<file path="src/sv/assert_macros.svh">
// Assertion macros shared by the encoder modules.
`ifndef ASSERT_MACROS_SVH
`define ASSERT_MACROS_SVH

// Same-cycle implication, sampled on clk_i and disabled while rst_ni is low.
`define ASSERT_IMPLIES(lbl, ante, cons, msg) \
  lbl: assert property (@(posedge clk_i) disable iff (!rst_ni) (ante) |-> (cons)) \
    else $error(msg);

// Next-cycle implication, sampled on clk_i and disabled while rst_ni is low.
`define ASSERT_NEXT(lbl, ante, cons, msg) \
  lbl: assert property (@(posedge clk_i) disable iff (!rst_ni) (ante) |=> (cons)) \
    else $error(msg);

`endif

</file>
<file path="src/sv/gpe_pkg.sv">
// Shared types, constants and Golay parity functions of the packet encoder.
package gpe_pkg;

  localparam int unsigned MaxPayloadDefault = 32;
  localparam int unsigned MaxResults        = 32;
  localparam int unsigned InfoBits          = 12;
  localparam int unsigned ParityBits        = 11;
  localparam int unsigned AddrBits          = 3;
  localparam int unsigned DataBits          = 32;

  localparam logic [11:0] GolayGen       = 12'hC75;
  localparam logic [7:0]  SyncResetValue = 8'h24;

  // Output kind codes.
  localparam logic [1:0] KindSync    = 2'd0;
  localparam logic [1:0] KindPayload = 2'd1;
  localparam logic [1:0] KindParity  = 2'd2;

  // Register indexes, decoded from the word address bit.
  localparam logic RegSyncFirst  = 1'b0;
  localparam logic RegSyncSecond = 1'b1;

  typedef struct packed {
    logic [7:0] payload_byte;
    logic       last_byte;
  } in_item_t;

  typedef struct packed {
    logic [7:0] out_byte;
    logic [1:0] out_kind;
    logic       end_of_packet;
    logic       overflow;
  } out_item_t;

  typedef struct packed {
    logic [7:0] sync_byte_first;
    logic [7:0] sync_byte_second;
  } cfg_t;

  typedef struct packed {
    logic take;
    logic emit_sync1;
    logic emit_sync2;
    logic emit_pay;
    logic drain;
    logic tail;
    logic rd_req;
    logic emit_par;
    logic emit_part;
    logic clear;
  } cmd_t;

  typedef struct packed {
    logic in_packet;
    logic room;
    logic last;
    logic buf_full;
    logic info_pending;
    logic rd_more;
    logic part_pending;
    logic out_free;
  } status_t;

  typedef enum logic [9:0] {
    S_IDLE  = 10'b00_0000_0001,
    S_SYNC1 = 10'b00_0000_0010,
    S_SYNC2 = 10'b00_0000_0100,
    S_PAY   = 10'b00_0000_1000,
    S_DRAIN = 10'b00_0001_0000,
    S_TAIL  = 10'b00_0010_0000,
    S_RDREQ = 10'b00_0100_0000,
    S_RDOUT = 10'b00_1000_0000,
    S_PART  = 10'b01_0000_0000,
    S_CLEAR = 10'b10_0000_0000
  } state_e;

  typedef logic [InfoBits-1:0][ParityBits-1:0] golay_rows_t;

  // Row i is the remainder of x^(11+i) divided by the generator.
  function automatic golay_rows_t golay_rows();
    golay_rows_t rows;
    logic [22:0] pat;
    for (int i = 0; i < InfoBits; i++) begin
      pat = 23'(1) << (ParityBits + i);
      for (int b = 22; b >= 11; b--) begin
        if (pat[b]) begin
          pat = pat ^ (23'(GolayGen) << (b - 11));
        end
      end
      rows[i] = pat[ParityBits-1:0];
    end
    return rows;
  endfunction

  localparam golay_rows_t GolayRows = golay_rows();

  // The remainder is linear in the word, so it is the XOR of one row per set bit.
  function automatic logic [ParityBits-1:0] golay_parity(input logic [InfoBits-1:0] word);
    logic [ParityBits-1:0] par;
    par = '0;
    for (int i = 0; i < InfoBits; i++) begin
      if (word[i]) begin
        par = par ^ GolayRows[i];
      end
    end
    return par;
  endfunction

endpackage

</file>
<file path="src/sv/gpe_cfg_regs.sv">
// Configuration registers of the encoder behind an APB-style port.
module gpe_cfg_regs
  import gpe_pkg::*;
(
  input  logic                clk_i,
  input  logic                rst_ni,
  input  logic                psel,
  input  logic                penable,
  input  logic                pwrite,
  input  logic [AddrBits-1:0] paddr,
  input  logic [DataBits-1:0] pwdata,
  output logic [DataBits-1:0] prdata,
  output logic                pready,
  output cfg_t                cfg_o
);

  logic [7:0] sync_first_q;
  logic [7:0] sync_second_q;
  logic       wr_en;
  logic       reg_idx;

  assign wr_en   = psel & penable & pwrite;
  assign reg_idx = paddr[AddrBits-1];
  assign pready  = 1'b1;

  always_ff @(posedge clk_i or negedge rst_ni) begin
    if (!rst_ni) begin
      sync_first_q  <= SyncResetValue;
      sync_second_q <= SyncResetValue;
    end else if (wr_en) begin
      case (reg_idx)
        RegSyncFirst:  sync_first_q  <= pwdata[7:0];
        RegSyncSecond: sync_second_q <= pwdata[7:0];
        default: ;
      endcase
    end
  end

  always_comb begin
    case (reg_idx)
      RegSyncFirst:  prdata = {{(DataBits-8){1'b0}}, sync_first_q};
      RegSyncSecond: prdata = {{(DataBits-8){1'b0}}, sync_second_q};
      default:       prdata = '0;
    endcase
  end

  assign cfg_o.sync_byte_first  = sync_first_q;
  assign cfg_o.sync_byte_second = sync_second_q;

endmodule

</file>
<file path="src/sv/gpe_ctrl.sv">
// Sequencing state machine of the encoder: sync, payload, parity packing and flush.
`include "assert_macros.svh"

module gpe_ctrl
  import gpe_pkg::*;
(
  input  logic    clk_i,
  input  logic    rst_ni,
  input  logic    in_valid_i,
  output logic    in_stall_o,
  input  status_t status_i,
  output cmd_t    cmd_o
);

  state_e state_q, state_d;

  always_ff @(posedge clk_i or negedge rst_ni) begin
    if (!rst_ni) begin
      state_q <= S_IDLE;
    end else begin
      state_q <= state_d;
    end
  end

  always_comb begin
    state_d = state_q;
    cmd_o   = '0;
    case (state_q)
      S_IDLE: begin
        if (in_valid_i) begin
          cmd_o.take = 1'b1;
          if (!status_i.in_packet) begin
            state_d = S_SYNC1;
          end else if (status_i.room) begin
            state_d = S_PAY;
          end else begin
            state_d = S_DRAIN;
          end
        end
      end
      S_SYNC1: begin
        if (status_i.out_free) begin
          cmd_o.emit_sync1 = 1'b1;
          state_d          = S_SYNC2;
        end
      end
      S_SYNC2: begin
        if (status_i.out_free) begin
          cmd_o.emit_sync2 = 1'b1;
          state_d          = status_i.room ? S_PAY : S_DRAIN;
        end
      end
      S_PAY: begin
        if (status_i.out_free) begin
          cmd_o.emit_pay = 1'b1;
          state_d        = S_DRAIN;
        end
      end
      S_DRAIN: begin
        if (status_i.buf_full) begin
          cmd_o.drain = 1'b1;
        end else if (!status_i.last) begin
          state_d = S_IDLE;
        end else if (status_i.info_pending) begin
          state_d = S_TAIL;
        end else begin
          state_d = S_RDREQ;
        end
      end
      S_TAIL: begin
        cmd_o.tail = 1'b1;
        state_d    = S_DRAIN;
      end
      S_RDREQ: begin
        if (status_i.rd_more) begin
          cmd_o.rd_req = 1'b1;
          state_d      = S_RDOUT;
        end else if (status_i.part_pending) begin
          state_d = S_PART;
        end else begin
          state_d = S_CLEAR;
        end
      end
      S_RDOUT: begin
        if (status_i.out_free) begin
          cmd_o.emit_par = 1'b1;
          state_d        = S_RDREQ;
        end
      end
      S_PART: begin
        if (status_i.out_free) begin
          cmd_o.emit_part = 1'b1;
          state_d         = S_CLEAR;
        end
      end
      S_CLEAR: begin
        cmd_o.clear = 1'b1;
        state_d     = S_IDLE;
      end
      default: begin
        state_d = S_IDLE;
      end
    endcase
  end

  assign in_stall_o = (state_q != S_IDLE);

  `ASSERT_IMPLIES(a_emit_needs_free_output,
    cmd_o.emit_sync1 || cmd_o.emit_sync2 || cmd_o.emit_pay || cmd_o.emit_par
      || cmd_o.emit_part,
    status_i.out_free, "result loaded while the output register is still occupied")

endmodule

</file>
<file path="src/sv/gpe_datapath.sv">
// Datapath of the encoder: word assembly, parity packing, parity store and output register.
`include "assert_macros.svh"

module gpe_datapath
  import gpe_pkg::*;
#(
  parameter int unsigned MAX_PAYLOAD_BYTES = MaxPayloadDefault
) (
  input  logic      clk_i,
  input  logic      rst_ni,
  input  in_item_t  in_data_i,
  input  cfg_t      cfg_i,
  input  cmd_t      cmd_i,
  output status_t   status_o,
  output logic      out_valid_o,
  input  logic      out_stall_i,
  output out_item_t out_data_o
);

  localparam int unsigned WordsMax   = (MAX_PAYLOAD_BYTES * 8 + InfoBits - 1) / InfoBits;
  localparam int unsigned StoreDepth = (WordsMax * ParityBits + 7) / 8;
  localparam int unsigned StoreAw    = (StoreDepth > 1) ? $clog2(StoreDepth) : 1;
  localparam int unsigned StoreCw    = $clog2(StoreDepth + 1);
  localparam int unsigned CountW     = $clog2(MAX_PAYLOAD_BYTES + 1);
  localparam int unsigned ResW       = $clog2(MaxResults + 1);

  logic                   in_packet_q;
  logic                   overflow_q;
  logic [CountW-1:0]      payload_count_q;
  logic [7:0]             byte_q;
  logic                   last_q;
  logic [InfoBits-1:0]    info_word_q;
  logic [3:0]             info_cnt_q;
  logic [18:0]            bitbuf_q;
  logic [4:0]             bufcnt_q;
  logic [StoreCw-1:0]     wr_idx_q;
  logic [StoreCw-1:0]     rd_idx_q;
  logic [ResW-1:0]        res_cnt_q;
  logic [7:0]             rd_data_q;
  logic                   out_valid_q;
  out_item_t              out_q;
  logic [7:0]             store_mem [StoreDepth];

  logic                   room;
  logic [19:0]            ext;
  logic [4:0]             total;
  logic [4:0]             sh;
  logic                   word_done;
  logic [InfoBits-1:0]    full_word;
  logic [InfoBits-1:0]    keep_mask;
  logic [InfoBits-1:0]    push_word;
  logic [ParityBits-1:0]  par_new;
  logic                   push;
  logic [7:0]             drain_byte;
  logic [7:0]             part_byte;
  logic                   emit;
  logic                   load;
  logic                   last_read;
  logic                   cap_last;
  out_item_t              out_d;

  assign room = payload_count_q < CountW'(MAX_PAYLOAD_BYTES);

  // Append the byte to the pending information bits; at most one word completes.
  assign ext       = {info_word_q, byte_q};
  assign total     = {1'b0, info_cnt_q} + 5'd8;
  assign word_done = total >= 5'd12;
  assign sh        = 5'(total - 5'd12);
  assign full_word = InfoBits'(ext >> sh[2:0]);
  assign keep_mask = (12'd1 << sh[2:0]) - 12'd1;

  // A short final word is right-aligned and then gets one zero appended.
  assign push_word = cmd_i.tail ? {info_word_q[InfoBits-2:0], 1'b0} : full_word;
  assign par_new   = golay_parity(push_word);
  assign push      = (cmd_i.emit_pay && word_done) || cmd_i.tail;

  assign drain_byte = 8'(bitbuf_q >> 5'(bufcnt_q - 5'd8));
  assign part_byte  = 8'({bitbuf_q[7:0], 8'h00} >> bufcnt_q[2:0]);

  assign emit = cmd_i.emit_sync1 | cmd_i.emit_sync2 | cmd_i.emit_pay | cmd_i.emit_par
              | cmd_i.emit_part;
  assign load = emit && (res_cnt_q < ResW'(MaxResults));

  assign last_read = (StoreCw'(rd_idx_q + StoreCw'(1)) == wr_idx_q) && (bufcnt_q == 5'd0);
  assign cap_last  = res_cnt_q == ResW'(MaxResults - 1);

  always_comb begin
    out_d.overflow      = overflow_q;
    out_d.end_of_packet = 1'b0;
    if (cmd_i.emit_sync1) begin
      out_d.out_byte = cfg_i.sync_byte_first;
      out_d.out_kind = KindSync;
    end else if (cmd_i.emit_sync2) begin
      out_d.out_byte = cfg_i.sync_byte_second;
      out_d.out_kind = KindSync;
    end else if (cmd_i.emit_pay) begin
      out_d.out_byte = byte_q;
      out_d.out_kind = KindPayload;
    end else if (cmd_i.emit_par) begin
      out_d.out_byte      = rd_data_q;
      out_d.out_kind      = KindParity;
      out_d.end_of_packet = last_read || cap_last;
    end else begin
      out_d.out_byte      = part_byte;
      out_d.out_kind      = KindParity;
      out_d.end_of_packet = 1'b1;
    end
  end

  always_ff @(posedge clk_i or negedge rst_ni) begin
    if (!rst_ni) begin
      in_packet_q     <= 1'b0;
      overflow_q      <= 1'b0;
      payload_count_q <= '0;
      info_word_q     <= '0;
      info_cnt_q      <= '0;
      bufcnt_q        <= '0;
      wr_idx_q        <= '0;
      rd_idx_q        <= '0;
      res_cnt_q       <= '0;
      out_valid_q     <= 1'b0;
    end else begin
      if (cmd_i.take) begin
        in_packet_q <= 1'b1;
        overflow_q  <= overflow_q | !room;
      end
      if (cmd_i.emit_pay) begin
        payload_count_q <= CountW'(payload_count_q + CountW'(1));
        info_word_q     <= word_done ? (ext[InfoBits-1:0] & keep_mask) : ext[InfoBits-1:0];
        info_cnt_q      <= word_done ? sh[3:0] : total[3:0];
      end
      if (cmd_i.tail) begin
        info_word_q <= '0;
        info_cnt_q  <= '0;
      end
      if (push) begin
        bufcnt_q <= 5'(bufcnt_q + 5'(ParityBits));
      end else if (cmd_i.drain) begin
        bufcnt_q <= 5'(bufcnt_q - 5'd8);
      end
      if (cmd_i.drain) begin
        wr_idx_q <= StoreCw'(wr_idx_q + StoreCw'(1));
      end
      if (cmd_i.emit_par) begin
        rd_idx_q <= StoreCw'(rd_idx_q + StoreCw'(1));
      end
      if (cmd_i.take) begin
        res_cnt_q <= '0;
      end else if (load) begin
        res_cnt_q <= ResW'(res_cnt_q + ResW'(1));
      end
      if (load) begin
        out_valid_q <= 1'b1;
      end else if (!out_stall_i) begin
        out_valid_q <= 1'b0;
      end
      if (cmd_i.clear) begin
        in_packet_q     <= 1'b0;
        overflow_q      <= 1'b0;
        payload_count_q <= '0;
        info_word_q     <= '0;
        info_cnt_q      <= '0;
        bufcnt_q        <= '0;
        wr_idx_q        <= '0;
        rd_idx_q        <= '0;
      end
    end
  end

  always_ff @(posedge clk_i) begin
    if (cmd_i.take) begin
      byte_q <= in_data_i.payload_byte;
      last_q <= in_data_i.last_byte;
    end
    if (push) begin
      bitbuf_q <= {bitbuf_q[7:0], par_new};
    end
    if (load) begin
      out_q <= out_d;
    end
  end

  // Parity store: one write port for packing, one registered read port for the flush.
  always_ff @(posedge clk_i) begin
    if (cmd_i.drain) begin
      store_mem[wr_idx_q[StoreAw-1:0]] <= drain_byte;
    end
    if (cmd_i.rd_req) begin
      rd_data_q <= store_mem[rd_idx_q[StoreAw-1:0]];
    end
  end

  assign status_o.in_packet    = in_packet_q;
  assign status_o.room         = room;
  assign status_o.last         = last_q;
  assign status_o.buf_full     = bufcnt_q >= 5'd8;
  assign status_o.info_pending = info_cnt_q != 4'd0;
  assign status_o.rd_more      = rd_idx_q < wr_idx_q;
  assign status_o.part_pending = bufcnt_q != 5'd0;
  assign status_o.out_free     = !out_valid_q || !out_stall_i;

  assign out_valid_o = out_valid_q;
  assign out_data_o  = out_q;

  `ASSERT_IMPLIES(a_push_into_drained_buffer, push, bufcnt_q <= 5'd7,
    "parity pushed before the bit buffer was drained")
  `ASSERT_IMPLIES(a_store_write_in_range, cmd_i.drain,
    wr_idx_q < StoreCw'(StoreDepth), "parity store write beyond its depth")
  `ASSERT_NEXT(a_clear_resets_packet, cmd_i.clear,
    !in_packet_q && (bufcnt_q == 5'd0) && (wr_idx_q == '0) && (info_cnt_q == 4'd0),
    "packet state not cleared after the flush")

endmodule

</file>
<file path="src/sv/golay_parity_packet_encoder.sv">
// Top level of the Golay(23,12) parity packet encoder.
// The encoder takes one payload byte per input transaction. The first byte of a
// packet is preceded by the two programmable sync bytes, and every byte that fits
// within MAX_PAYLOAD_BYTES is forwarded unchanged as a payload result. Payload bits,
// MSB first, are collected into 12-bit words, and each word adds 11 Golay parity bits
// to an on-chip parity store. The transaction that carries last_byte closes the word
// in progress (a short word is right-aligned with one zero appended), then streams
// every stored parity byte and, if parity bits remain, a zero-padded final byte;
// end_of_packet marks the last parity byte. Bytes past the maximum are dropped and
// raise overflow on all later results of that packet. Input transactions are taken
// one at a time: a mid-packet payload byte is taken and emitted, then each parity byte
// that a completed word yields is written into the store (single write port); the
// first byte of a packet first emits the sync bytes. The last byte adds the flush:
// each stored parity byte is read through the registered read port and then emitted,
// and then the packet is closed. A stalled output holds back only the emitting steps:
// the output register holds a result while the next one is formed. The sync registers
// sit at byte addresses 0 and 4 and should be written while idle.
module golay_parity_packet_encoder
  import gpe_pkg::*;
#(
  parameter int unsigned MAX_PAYLOAD_BYTES = MaxPayloadDefault
) (
  input  logic                clk_i,
  input  logic                rst_ni,
  // Input channel.
  input  logic                in_valid_i,
  output logic                in_stall_o,
  input  in_item_t            in_data_i,
  // Output channel.
  output logic                out_valid_o,
  input  logic                out_stall_i,
  output out_item_t           out_data_o,
  // Configuration port.
  input  logic                psel,
  input  logic                penable,
  input  logic                pwrite,
  input  logic [AddrBits-1:0] paddr,
  input  logic [DataBits-1:0] pwdata,
  output logic [DataBits-1:0] prdata,
  output logic                pready
);

  cfg_t    cfg;
  cmd_t    cmd;
  status_t status;

  // Sync byte registers.
  gpe_cfg_regs u_cfg_regs (
    .clk_i   (clk_i),
    .rst_ni  (rst_ni),
    .psel    (psel),
    .penable (penable),
    .pwrite  (pwrite),
    .paddr   (paddr),
    .pwdata  (pwdata),
    .prdata  (prdata),
    .pready  (pready),
    .cfg_o   (cfg)
  );

  // The controller walks each transaction through sync, payload, packing and flush.
  gpe_ctrl u_ctrl (
    .clk_i      (clk_i),
    .rst_ni     (rst_ni),
    .in_valid_i (in_valid_i),
    .in_stall_o (in_stall_o),
    .status_i   (status),
    .cmd_o      (cmd)
  );

  // The datapath holds all packet state, the parity store and the output register.
  gpe_datapath #(
    .MAX_PAYLOAD_BYTES (MAX_PAYLOAD_BYTES)
  ) u_datapath (
    .clk_i       (clk_i),
    .rst_ni      (rst_ni),
    .in_data_i   (in_data_i),
    .cfg_i       (cfg),
    .cmd_i       (cmd),
    .status_o    (status),
    .out_valid_o (out_valid_o),
    .out_stall_i (out_stall_i),
    .out_data_o  (out_data_o)
  );

endmodule

</file>
<file path="config.mk">
export PLATFORM = sky130hd
export DESIGN_NAME = golay_parity_packet_encoder
export DESIGN_NICKNAME = d
export VERILOG_FILES = /design/src/sv/gpe_pkg.sv /design/src/sv/gpe_cfg_regs.sv /design/src/sv/gpe_ctrl.sv /design/src/sv/gpe_datapath.sv /design/src/sv/golay_parity_packet_encoder.sv
export VERILOG_INCLUDE_DIRS = /design/src /design/src/sv
export SDC_FILE = /design/constraint.sdc
export NUM_CORES = 1
export LEC_CHECK = 0
export BUFFER_PORTS_ARGS = -buffer_cell sky130_fd_sc_hd__buf_2
export CAP_MARGIN = 20
export CORE_ASPECT_RATIO = 1.25
export CORE_MARGIN = 2
export CORE_UTILIZATION = 30
export CTS_CLUSTER_SIZE = 12
export DETAILED_ROUTE_END_ITERATION = 8
export GPL_ROUTABILITY_DRIVEN = 0
export MAX_ROUTING_LAYER = met4
export PLACE_DENSITY = 0.47
export SKIP_LAST_GASP = 1
export SLEW_MARGIN = 20
export SYNTH_ARGS = -nofsm -noshare
export SYNTH_HDL_FRONTEND = slang
export SYNTH_SLANG_ARGS = --single-unit
</file>
<file path="constraint.sdc">
create_clock -name clk_i -period 3.64 [get_ports clk_i]
set_input_delay 1.092 -clock clk_i [delete_from_list [all_inputs] [get_ports clk_i]]
set_output_delay 1.092 -clock clk_i [all_outputs]
set_load 0.1 [all_outputs]
</file>
# Yosys cells after proc, flatten, opt, wreduce, memory -nomap -nowiden

Memories as Yosys holds them, arrays and structs flattened. A register that Yosys moved wholly into a read port is not among the register bits.
Cells that the tools add are included.

Logic and storage cells: 178
Memories: 1
Register bits: 112
Output and inout bits: 47
Bits in writable memories: 248
Bits of input ports: 51

Multiplexer cells: 73
Shift operators: 4
Order comparisons: 5
Bitwise gates (word level): 20
Reductions and logical operators: 24
$add $sub $neg: 9
Equality and inequality tests: 21

Memories:

| memory               | words | width | read ports | clocked after Yosys merged registers in | wr ports | RTL line           | source |
|---|---|---|---|---|---|---|---|
| u_datapath.store_mem | 31    | 8     | 1          | 1                                       | 1        | gpe_datapath.sv:42 | `logic [7:0] store_mem [StoreDepth];` |

Operators by type and width:

| operator                                           | count |
|---|---|
| two-way mux 10 bit                                 | 16 |
| one-hot mux 10 bit (9 select lines)                | 1 |
| two-way mux 11 bit                                 | 8 |
| one-hot mux 32 bit (2 select lines)                | 1 |
| two-way mux 12 bit                                 | 5 |
| two-way mux 5 bit                                  | 8 |
| NOT 6 bit                                          | 6 |
| NOT 7 bit                                          | 5 |
| two-way mux 6 bit                                  | 4 |
| two-way mux 1 bit                                  | 22 |
| right shift 20 x 3 -> 12 bit                       | 1 |
| right shift 19 x 5 -> 8 bit                        | 1 |
| two-way mux 9 bit                                  | 2 |
| two-way mux 4 bit                                  | 4 |
| right shift 16 x 3 -> 8 bit                        | 1 |
| two-way mux 7 bit                                  | 2 |
| inequality test 2 bit, second input constant       | 7 |
| adder 6 x 1 -> 6 bit, second input constant        | 2 |
| AND 12 bit                                         | 1 |
| less-than comparator 6 bit, second input constant  | 2 |
| << shifter 1 x 3 -> 12 bit, first input constant   | 1 |
| subtractor 12 x 1 -> 12 bit, second input constant | 1 |
| adder 5 x 1 -> 5 bit, second input constant        | 2 |
| == test 10 x 1 -> 1 bit, second input constant     | 1 |
| other kinds (34)                                   | 52 |

# Depth between registers and ports, before layout

Depth after elaboration: 27
Depth in mapped cells: 11
Mapped depth without buffers: 7

# Hierarchy

A second synthesis with hierarchy kept.

Cell total of the unflattened synthesis: 1107
Area, all modules: 16829.9 sq um

Modules (own cells, without submodules):

| module       | cells each | instances | seq. area each (sq um) | area each (sq um) |
|---|---|---|---|---|
| gpe_datapath | 938        | 1         | 9964.6                 | 15082.0 |
| gpe_cfg_regs | 70         | 1         | 405.4                  | 927.1 |
| gpe_ctrl     | 99         | 1         | 251.5                  | 820.8 |

# Least setup slack after synthesis

No wires, ideal clock.

Path kind: reg2reg
From: register u_datapath.bufcnt_q[0]
To: memory u_datapath.store_mem[0][4], data pin
Clock period less this slack: 3.570 ns
Arrival: 3.088 ns
Buffers on the path: 2
Stages on the path, launching flop included: 8
Path slack: 0.070 ns
Cell sequence: dfrtp_1 -> clkbuf_1 -> buf_2 -> mux2i_1 -> and2_1 -> o31ai_1 -> nor2_1 -> a311oi_1

Cells in the longest elaborated chain, start to end: 2

Ends and longest elaborated chain:

| what                         | RTL line            | source |
|---|---|---|
| start: declaration           | gpe_datapath.sv:35  | `logic [4:0] bufcnt_q;` |
| start signal: assignment     | gpe_datapath.sv:137 | `bufcnt_q <= 5'(bufcnt_q + 5'(ParityBits));` |
| start signal: assignment     | gpe_datapath.sv:139 | `bufcnt_q <= 5'(bufcnt_q - 5'd8);` |
| subtractor 5 x 4 -> 5 bit    | gpe_datapath.sv:77  | `assign drain_byte = 8'(bitbuf_q >> 5'(bufcnt_q - 5'd8));` |
| right shift 19 x 5 -> 8 bit  | gpe_datapath.sv:77  |  |
| via u_datapath.drain_byte[4] | gpe_datapath.sv:54  | `logic [7:0] drain_byte;` |
| end: declaration             | gpe_datapath.sv:42  |  |

The timed path passes the listed nets, and every way through them passes these cells.

# Worst setup path in the final report

From: register u_ctrl.state_q[4]
To: output in_stall_o

Cells in the longest elaborated chain, start to end: 1

Ends and longest elaborated chain:

| what                            | RTL line                          | source |
|---|---|---|
| start: declaration              | gpe_ctrl.sv:15                    | `state_e state_q, state_d;` |
| start signal: assignment        | gpe_ctrl.sv:21                    | `state_q <= state_d;` |
| inequality test 10 x 1 -> 1 bit | gpe_ctrl.sv:106                   | `assign in_stall_o = (state_q != S_IDLE);` |
| end: declaration                | golay_parity_packet_encoder.sv:27 | `output logic in_stall_o,` |

Every way passes these cells.

==> impl_metrics.json <==
{
  "outcome": "finished clean",
  "timing.final.hold_violations": 0,
  "r2r_path_end": "u_datapath.store_mem[5][4]",
  "cts_buffers": 40,
  "ys_seq_area_share_pct": 62.3,
  "postSynthRegisterBits": 365,
  "finalNetCount": 1350,
  "postRouteWirelength_um": 42700,
  "port_buffers": 46,
  "reg2reg_depth": 7,
  "rsz0062_at_grt": "false",
  "via_count": 10200,
  "yosys_most_used_dff": "sky130_fd_sc_hd__edfxtp_1",
  "clock_latency_ps": 550,
  "htree_levels": 2,
  "initialDrtViolationCount": 769,
  "timing.setup.critical_path_class": "register to output port",
  "chipHeight_um": 271,
  "clk_network_pwr_share_pct": 29.8,
  "average_via_count_per_standard_cell": 4.96,
  "area_growth_pct": 15.1,
  "starting_utilization_of_the_core_area_pct": 30.4,
  "min_delay_path_depth": 0,
  "design_area_um2": 19600,
  "firstDrtPassIters": 5,
  "worstMarginPinSlew_ps": 776,
  "place_hpwl_um": 28700,
  "finalSetupViolations": 0,
  "p_seq_share_pct": 45.3,
  "synth_top_cell_by_area": "sky130_fd_sc_hd__edfxtp_1",
  "grt_overflow_total": 0,
  "postCtsSetupRepairBufs": 0,
  "netlist-cell-type-count": 69,
  "synth_common_cells": "296 x sky130_fd_sc_hd__edfxtp_1, 92 x sky130_fd_sc_hd__mux2i_1, 79 x sky130_fd_sc_hd__nor2_1",
  "arrival_ps": 2140,
  "setup_ws_ps": 409,
  "worstSetupEndpointType": "output port",
  "cts.root.buffer_cell": "sky130_fd_sc_hd__clkbuf_16",
  "max-clock-path-buffers": 3,
  "share_of_the_synthesized_area_in_the_top_cell_type_pct": 52.1,
  "worst-endpoint-required_ps": 2550,
  "dpl_worst_slack_ps": 525,
  "inserted_diodes": 0,
  "synth_most_common_cell": "sky130_fd_sc_hd__edfxtp_1",
  "synth-async-reset-ratio_pct": 18.9,
  "synth_area_um2": 17100,
  "sw_frac_of_total_pct": 32.2,
  "initial_antenna_violation_count": 0,
  "first_global_vias": 10400,
  "holdWs_ps": 490,
  "rrSetupSlack_ps": 690,
  "globalRouteTotalUtil_pct": 15.0,
  "slew_headroom_pct": 47.8,
  "floorplan.io_pins": 98,
  "path_clk_slew_ps": 60,
  "drc_violation_count_after_routing": 0,
  "syn_area_per_cell_um2": 14.3,
  "final_layout_size_suffix_gt1_share_pct": 21.1,
  "power.density_nw_per_um2": 653,
  "timing.clock.skew_ps": 24.0,
  "comb_power_share_pct": 25.0,
  "synth-edff-count": 296,
  "synthesis.yosys.warnings": 0,
  "numClockSinks": 365,
  "critical_path.startpoint_type": "register",
  "floorplan.die_area_um2": 58800,
  "num_rows": 97,
  "netlist_instances": 1195,
  "cts_repair_resizes": 0,
  "critical_path_peak_fanout": 8,
  "switching_power_uw": 4130,
  "hold_buffers": 0,
  "area_of_the_core_um2": 56200,
  "ant_nets": 0,
  "vdd_drop_max_mv": 0.523,
  "cts_tree": "yes",
  "finalWorstPathRequiredPeriod_ps": 3230,
  "final.period_utilization_pct": 88.8,
  "maxSlewViolCount": 0,
  "drt-wirelength-per-cell_um": 20.9,
  "hold_path_class": "register to register",
  "maxClockFrequency_ghz": 0.310,
  "netlist_top_cells_area": "sky130_fd_sc_hd__edfxtp_1 52%, sky130_fd_sc_hd__dfrtp_1 9.4%, sky130_fd_sc_hd__mux4_2 6.9%",
  "min_from": "u_datapath.overflow_q",
  "final_sum_of_negative_setup_slack_ps": 0,
  "dieWidth_um": 217,
  "grt_first_pass_wirelength_um": 65600,
  "cellLeakagePower_uw": 0.00691,
  "rr_startpoint": "u_datapath.bufcnt_q[0]",
  "cap_violations": 0,
  "power.total_uw": 12800,
  "pin_count_of_the_biggest_net_entering_global_routing": 51,
  "internal_power_uw": 8690,
  "holdPathEnd": "u_datapath.out_data_o[0]",
  "placement.cell_area_um2": 18400
}
-- stage by stage --
step	instances	utilization [%]
detailed placement	1981	32.8
global route	2049	35.0
finish	2049	35.0
global placement	1981	32.8
floorplan	1218	-
CTS	2049	35.0
-- cells in the final DEF (no fill, tap or decap), types with 25 or more instances in the layout --
cell type                   Yosys  layout
sky130_fd_sc_hd__clkbuf_16      0      40
sky130_fd_sc_hd__o21ai_0       28      28
sky130_fd_sc_hd__a21oi_1       41      40
sky130_fd_sc_hd__dfrtp_1       64      62
sky130_fd_sc_hd__mux2i_1       92      92
sky130_fd_sc_hd__edfxtp_1     296     296
sky130_fd_sc_hd__mux4_2        52      52
sky130_fd_sc_hd__nand2_1       59      59
sky130_fd_sc_hd__nor2_1        79      78
sky130_fd_sc_hd__mux2_2        30      30
sky130_fd_sc_hd__xor2_1        29      29
sky130_fd_sc_hd__xnor2_1       55      55
sky130_fd_sc_hd__inv_1         27      27
sky130_fd_sc_hd__buf_2         16      45
sky130_fd_sc_hd__conb_1         2      25
sky130_fd_sc_hd__buf_4         25      71
-- layer usage --
layer / vias to the layer above / part of all wire [%] / GRT usage, %
met2: 255 / 50 / 25.2
met5: - / 0 / -
met4: 0 / 3.3 / 5.16
met3: 74 / 3.8 / 1.98
li1: 4676 / - / -
met1: 5162 / 43 / 18.7
-- cell families (layout without fill, tap and decap cells) --
kind of cell,count (synthesis),after routing,share of synthesized area (%)
other cells,2,25,0.0440
mux,174,174,14.2
flops,365,365,62.3
compound gates,180,180,7.23
simple gates,243,243,6.92
xor+xnor,84,84,4.31
fa+ha+maj,18,18,1.32
buf+inv,129,218,3.67
-- power by group through the flow --
stage          clock [uW]  combinational [uW]  sequential [uW]
2_1_floorplan           0                2140             5770
3_3_place_gp            0                3190             5890
3_5_place_dp            0                3260             5890
4_1_cts              3930                3280             5810
5_1_grt              4080                3530             5840
6_report             3820                3200             5810
-- flip-flops by register name, indices dropped and copies added, names as in the netlist, 2 cells and up --
register	cells
u_datapath.store_mem	248
u_datapath.bitbuf_q	19
u_datapath.out_data_o	12
u_datapath.info_word_q	11
u_ctrl.state_q	10
u_cfg_regs.sync_first_q	8
u_cfg_regs.sync_second_q	8
u_datapath.byte_q	8
u_datapath.rd_data_q	8
u_datapath.payload_count_q	6
u_datapath.res_cnt_q	6
u_datapath.bufcnt_q	5
u_datapath.rd_idx_q	5
u_datapath.wr_idx_q	5
u_datapath.info_cnt_q	2
-- area by class of cell --
class                   instances  area, um^2
clock buffers                  55        1080
multi-input cells             724        5970
clock inverters                13         124
repair buffers                118         798
fillers                      5414       36600
well taps                     742         928
flip-flops and latches        365       10600
inverters                      32         120
-- worst max-delay path, stage by stage, from the launching register on --
cell,delay [ps]
sky130_fd_sc_hd__dfrtp_1,470
sky130_fd_sc_hd__nor4_1,280
sky130_fd_sc_hd__buf_4,180
sky130_fd_sc_hd__and4_1,270
sky130_fd_sc_hd__inv_1,100
sky130_fd_sc_hd__buf_2,300
-- worst max path at each step --
| stage | endpoint | slack [ps] | start | cells after the start |
|---|---|---|---|---|
| 4_1_cts | in_stall_o | 400 | u_ctrl.state_q[4] | 5 |
| 2_1_floorplan | u_datapath.store_mem[0][4] | 70 | u_datapath.bufcnt_q[0] | 7 |
| 3_3_place_gp | prdata[7] | 550 | paddr[2] | 3 |
| 5_1_grt | in_stall_o | 250 | u_ctrl.state_q[4] | 5 |
| 3_5_place_dp | u_datapath.out_data_o[5] | 530 | out_stall_i | 8 |
| 6_report | in_stall_o | 410 | u_ctrl.state_q[4] | 5 |
No activity file was read; power rests on OpenSTA's default activity.
